File: config.mk
export PLATFORM = sky130hd
export DESIGN_NAME = nsfc_step
export DESIGN_NICKNAME = d
export VERILOG_FILES = /design/src/rtl/core/nsfc_pkg.sv /design/src/rtl/core/nsfc_step.sv
export SDC_FILE = /design/constraint.sdc
export NUM_CORES = 1
export LEC_CHECK = 0
export BUFFER_PORTS_ARGS = -buffer_cell sky130_fd_sc_hd__buf_2
export CAP_MARGIN = 15
export CORE_AREA = 2 2 73 75
export DETAILED_ROUTE_END_ITERATION = 8
export DIE_AREA = 0 0 75 77
export GPL_TIMING_DRIVEN = 0
export PLACE_DENSITY = 0.95
export SYNTH_ARGS = -nofsm -noshare
export SYNTH_HDL_FRONTEND = slang
export SYNTH_SLANG_ARGS = --single-unit
File: constraint.sdc
create_clock -name vclk -period 4.53
set_input_delay 0 -clock vclk [all_inputs]
set_output_delay 0 -clock vclk [all_outputs]
set_load 0.01 [all_outputs]
File: src/rtl/core/nsfc_pkg.sv
// Package of constants, types and helper functions for the NMEA sentence framer and checker.
`default_nettype none

package nsfc_pkg;

	localparam logic [7:0] CH_DOLLAR = 8'h24;
	localparam logic [7:0] CH_STAR   = 8'h2A;
	localparam logic [7:0] CH_COMMA  = 8'h2C;
	localparam logic [7:0] CH_A      = 8'h41;

	localparam int unsigned WIN_BYTES = 6;
	localparam int unsigned WIN_BITS  = WIN_BYTES * 8;

	localparam logic [WIN_BITS-1:0] HDR_KSXT  = 48'h24_4B_53_58_54_2C;
	localparam logic [WIN_BITS-1:0] HDR_GPRMC = 48'h47_50_52_4D_43_2C;

	localparam logic [7:0] XOR_KSXT  = 8'h4B ^ 8'h53 ^ 8'h58 ^ 8'h54 ^ 8'h2C;
	localparam logic [7:0] XOR_GPRMC = 8'h47 ^ 8'h50 ^ 8'h52 ^ 8'h4D ^ 8'h43 ^ 8'h2C;

	localparam logic [2:0] STAR_CLOSE = 3'd3;
	localparam logic [2:0] STAR_MAX   = 3'd7;
	localparam logic [5:0] COMMA_MAX  = 6'd63;

	typedef enum logic {
		KIND_KSXT  = 1'b0,
		KIND_GPRMC = 1'b1
	} kind_t;

	typedef struct packed {
		logic [WIN_BITS-1:0] win;
		logic [7:0]          running_xor;
		logic [2:0]          star_count;
		logic [7:0]          received_value;
		logic                hex_stopped;
		logic [5:0]          comma_count;
		logic                status_flag;
		logic                status_pending;
	} sent_state_t;

	typedef struct packed {
		kind_t      sentence_kind;
		logic       checksum_ok;
		logic [7:0] computed_checksum;
		logic [7:0] received_checksum;
		logic [5:0] field_count;
		logic       status_active;
	} result_t;

	// Returns a valid bit above the four-bit value of a hexadecimal character.
	function automatic logic [4:0] hex_digit(input logic [7:0] c);
		logic [4:0] r;
		r = 5'd0;
		if (c >= 8'h30 && c <= 8'h39) begin
			r = {1'b1, c[3:0]};
		end else if ((c >= 8'h41 && c <= 8'h46) || (c >= 8'h61 && c <= 8'h66)) begin
			r = {1'b1, c[3:0] + 4'd9};
		end
		return r;
	endfunction

endpackage

`default_nettype wire

File: src/rtl/core/nsfc_step.sv
// Next-state and result logic for one received byte of the sentence framer.
`default_nettype none

module nsfc_step (
	input  wire logic [7:0]          c,
	input  wire nsfc_pkg::sent_state_t cur,
	output nsfc_pkg::sent_state_t      nxt,
	output logic                       emit,
	output nsfc_pkg::result_t          res
);
	import nsfc_pkg::*;

	logic                is_ksxt;
	logic                is_gprmc;
	logic [4:0]          hex;
	logic [2:0]          star_inc;
	logic [WIN_BITS-1:0] win_shift;
	logic [7:0]          computed;
	logic [6:0]          fc_sum;

	always_comb begin
		is_ksxt   = (cur.win == HDR_KSXT);
		is_gprmc  = (cur.win == HDR_GPRMC);
		hex       = hex_digit(c);
		star_inc  = (cur.star_count != STAR_MAX) ? cur.star_count + 3'd1 : cur.star_count;
		win_shift = {cur.win[WIN_BITS-9:0], c};
		nxt       = cur;
		emit      = 1'b0;
		res       = '0;
		computed  = 8'd0;
		fc_sum    = 7'd0;

		if (c == CH_DOLLAR || !(is_ksxt || is_gprmc)) begin
			nxt     = '0;
			nxt.win = win_shift;
		end else begin
			if (cur.status_pending) begin
				nxt.status_flag    = (c == CH_A);
				nxt.status_pending = 1'b0;
			end
			if (c == CH_COMMA) begin
				if (cur.comma_count != COMMA_MAX) begin
					nxt.comma_count = cur.comma_count + 6'd1;
				end
				if (nxt.comma_count == 6'd1) begin
					nxt.status_pending = 1'b1;
				end
			end
			if (cur.star_count == 3'd0 && c != CH_STAR) begin
				nxt.running_xor = cur.running_xor ^ c;
			end
			if (cur.star_count == 3'd1 || cur.star_count == 3'd2) begin
				if (!cur.hex_stopped && hex[4]) begin
					nxt.received_value = {cur.received_value[3:0], hex[3:0]};
				end else begin
					nxt.hex_stopped = 1'b1;
				end
			end
			if (c == CH_STAR) begin
				nxt.star_count = star_inc;
			end else if (cur.star_count != 3'd0) begin
				nxt.star_count = star_inc;
				if (star_inc == STAR_CLOSE) begin
					emit     = 1'b1;
					computed = nxt.running_xor ^ (is_gprmc ? XOR_GPRMC : XOR_KSXT);
					fc_sum   = {1'b0, nxt.comma_count} + 7'd2;
					res.sentence_kind     = is_gprmc ? KIND_GPRMC : KIND_KSXT;
					res.checksum_ok       = (computed == nxt.received_value);
					res.computed_checksum = computed;
					res.received_checksum = nxt.received_value;
					res.field_count       = (fc_sum > 7'd63) ? COMMA_MAX : fc_sum[5:0];
					res.status_active     = nxt.status_flag;
					nxt     = '0;
					nxt.win = win_shift;
				end
			end
		end
	end

endmodule

`default_nettype wire

==> flow_metrics.py <==
metrics = {
    "worst_setup_path": {
        "cp-start-kind": "input pin",
        "cpMostUsedCell": "buf_2",
        "cp_num_buf_inv": 4,
        "critical-path-top-delay-family": "compound AO/OA/AOI/OAI gates",
        "cp.arrival_ns": 2.97,
        "crit_fanout": 10,
        "crit_slowest_cell": "mux2i_1",
        "path_class": "input pin to primary output",
        "path_cells": "buf_2 -> inv_1 -> ha_1 -> o21bai_1 -> a2111oi_4 -> a21o_1 -> buf_6 -> mux2i_1 -> xnor3_1 -> or4_1 -> a211oi_2 -> buf_2",
        "cp-end-kind": "primary output",
        "max_stage_delay_ns": 0.45,
        "critPathRequiredTime_ns": 4.53,
    },
    "sta": {
        "timing.fmax_mhz": 337,
        "maxSlewViolCount": 0,
        "slew_headroom_pct": 46.1,
        "fin_ws_ns": 1.56,
        "rsz0062_at_grt": "false",
        "worst_pin_slew_ns": 0.803,
        "min_period_ns": 2.97,
        "finalHoldViolations": 0,
        "fin_crit_sh_pct": 65.5,
        "setup-tns-final_ns": 0,
        "setup_viol": 0,
    },
    "place": {
        "port_buffers": 186,
        "globalplace.congestion": 0.916,
        "place_hpwl_um": 6930,
        "pre_cts_ws_ns": 1.60,
    },
    "logic_synthesis": {
        "synth_cell_types": 62,
        "synthMuxAreaShare_pct": 6.47,
        "synth.cell_area_mm2": 0.00207,
        "avgSynthCellArea_um2": 6.49,
        "ys_top_cells_by_area": "nor2_1 (9.4%), ha_1 (7.3%), xnor2_1 (5.9%)",
        "synth_top_family_by_area": "simple AND/OR/NAND/NOR gates",
        "netlist.top_cell.by_area": "nor2_1",
        "synth_nets": 415,
        "synth_fa_ha_area_share_pct": 7.25,
        "synth-compound-area-share_pct": 16.4,
        "ys.warnings.count": 0,
        "yosys.area.top_type_share_pct": 9.43,
        "synthCells": 319,
        "yosys.area_share.simple_pct": 48.9,
        "synth_xor_area_share_pct": 12.4,
        "yosysSeqAreaShare_pct": 0,
    },
    "floorplan": {
        "initial_core_util_pct": 41.6,
        "fp.dieW_um": 75,
        "core_area_mm2": 0.00498,
        "row_count": 26,
        "io_pins": 186,
        "die_area_mm2": 0.00578,
        "die_h_um": 77,
    },
    "layout": {
        "layout-drive-gt1-share_pct": 41.0,
        "layout_commonest_cell": "buf_2",
        "synthToLayoutAreaGrowth_pct": 49.2,
        "antenna_cells": 0,
        "nFlopsAndLatches": 0,
        "layout_common_cells": "buf_2 (188), nor2_1 (52), nand2_1 (28), clkbuf_1 (25), nand2b_1 (15)",
        "nClkBuffers": 0,
        "nets": 603,
        "regArea_um2": 0,
    },
    "global_routing": {
        "grtUsageTotal_pct": 26.4,
        "busiest_layer": "met2",
        "grt_pass1_wl_um": 12300,
        "antenna_found_initial": 0,
        "met1_usage_pct": 32.4,
        "grt_max_degree": 11,
        "grt_use_met2_pct": 49.4,
        "grt_use_met3_pct": 1.45,
        "grt_pass1_vias": 2684,
        "overflow": 0,
    },
    "min_path": {
        "min_from": "cur[35]",
        "hold_path_class": "input pin to primary output",
        "hold_path_end": "nxt[43]",
        "whs_path_depth": 3,
    },
    "run_status": {
        "outcome": "finished, final reports clean",
    },
    "power_and_ir_drop": {
        "p_leak_nw": 1.61,
        "p_comb_share_pct": 100.0,
        "cellPowerDensity_mw_per_mm2": 65.2,
        "ir_worst_vdd_uv": 39.9,
        "power_switching_share_pct": 53.7,
        "intPower_w": 0.0000932,
        "switchingPower_w": 0.000108,
        "power.share.clock_pct": 0,
        "power_frac_seq_pct": 0,
    },
    "routing": {
        "routed_wl_um": 8100,
        "drc_errors": 0,
        "wl_per_cell_um": 14.1,
        "viasPerCell": 5.20,
        "first_iter_violations": 138,
        "vias": 2992,
        "dr.pass1.iters": 4,
        "drtAntennaViolNets": 0,
    },
    "cts": {
        "cts-resized-gates": 0,
        "cts_hold_buf": 0,
        "cts_setup_buffers": 0,
    },
    "job": {
        "drv_cap": 0,
    },
}
==> tightest hold or removal path, cell delays in order <==
cell	delay, ns
buf_2	0.09
clkbuf_1	0.08
buf_2	0.12
==> cell type report <==
type	instances	area [um2]
multi-input cells	275	1900
plain buffers	29	119
fillers	457	1890
inverters	15	56.3
well taps	70	87.6
repair buffers	186	931
==> per-layer routing <==
metal / part of all wire [%] / routed length [um]
met3: 7.2 / 585
met4: 2.1 / 170
met2: 50 / 4080
met5: 0 / 0
met1: 40 / 3270
==> logic make-up (layout without fill, tap and decap cells) <==
logic type                 count (synthesis)  count (layout)
and+or+nand+nor                          181             181
muxes                                     13              13
buffers and inverters                     44             230
AOI/OAI and AO/OA                         42              42
xor gates and xnor gates                  27              27
adders and majority gates                 12              12
==> per-stage QoR <==
stage                     instance area, um2  hold slack, ns  cells  util [%]  power (W)
after floorplan                         2070           0.102    319         -   0.000109
after global placement                  3090           0.267    575      62.1   0.000193
after detailed placement                3090           0.279    575      62.1   0.000199
after CTS                               3090           0.281    575      62.1   0.000200
after global routing                    3090           0.296    575      62.1   0.000221
final                                   3090           0.282    575      62.1   0.000201
==> power by group through the flow <==
| stage | clock (W) | sequential (W) | combinational [W] |
|---|---|---|---|
| 5_1_grt | 0 | 0 | 0.000221 |
| 3_5_place_dp | 0 | 0 | 0.000199 |
| 6_report | 0 | 0 | 0.000201 |
| 4_1_cts | 0 | 0 | 0.000200 |
| 2_1_floorplan | 0 | 0 | 0.000109 |
| 3_3_place_gp | 0 | 0 | 0.000193 |
==> cells in the mapped netlist, types with 2 or more instances <==
cell type  count
a211oi_1       6
a21oi_1       12
a31oi_1        2
and2_1        14
and3_1         3
buf_2          2
clkbuf_1      25
ha_1          12
inv_1         14
mux2_2         3
mux2i_1       10
nand2_1       28
nand2b_1      15
nand3_1        9
nand4_1        8
nor2_1        52
nor2b_1        5
nor3_1         8
nor3b_1        2
nor4_1         2
nor4b_1        7
nor4bb_1       6
o21ai_0        2
o21ai_1        4
o21bai_1       2
or2_1          5
or4_1          2
or4b_1         2
xnor2_1       14
xor2_1        11
==> worst max-delay path by stage <==
stage	to	depth (start not counted)	from	slack, ns
after global placement	res[23]	12	c[1]	1.70
after floorplan	res[23]	10	c[1]	2.21
after detailed placement	res[23]	12	c[1]	1.60
after global routing	res[23]	12	c[1]	1.39
after CTS	res[23]	12	c[1]	1.60
final	res[23]	12	c[1]	1.56
Note: power is estimated with default switching activity, not from simulation.
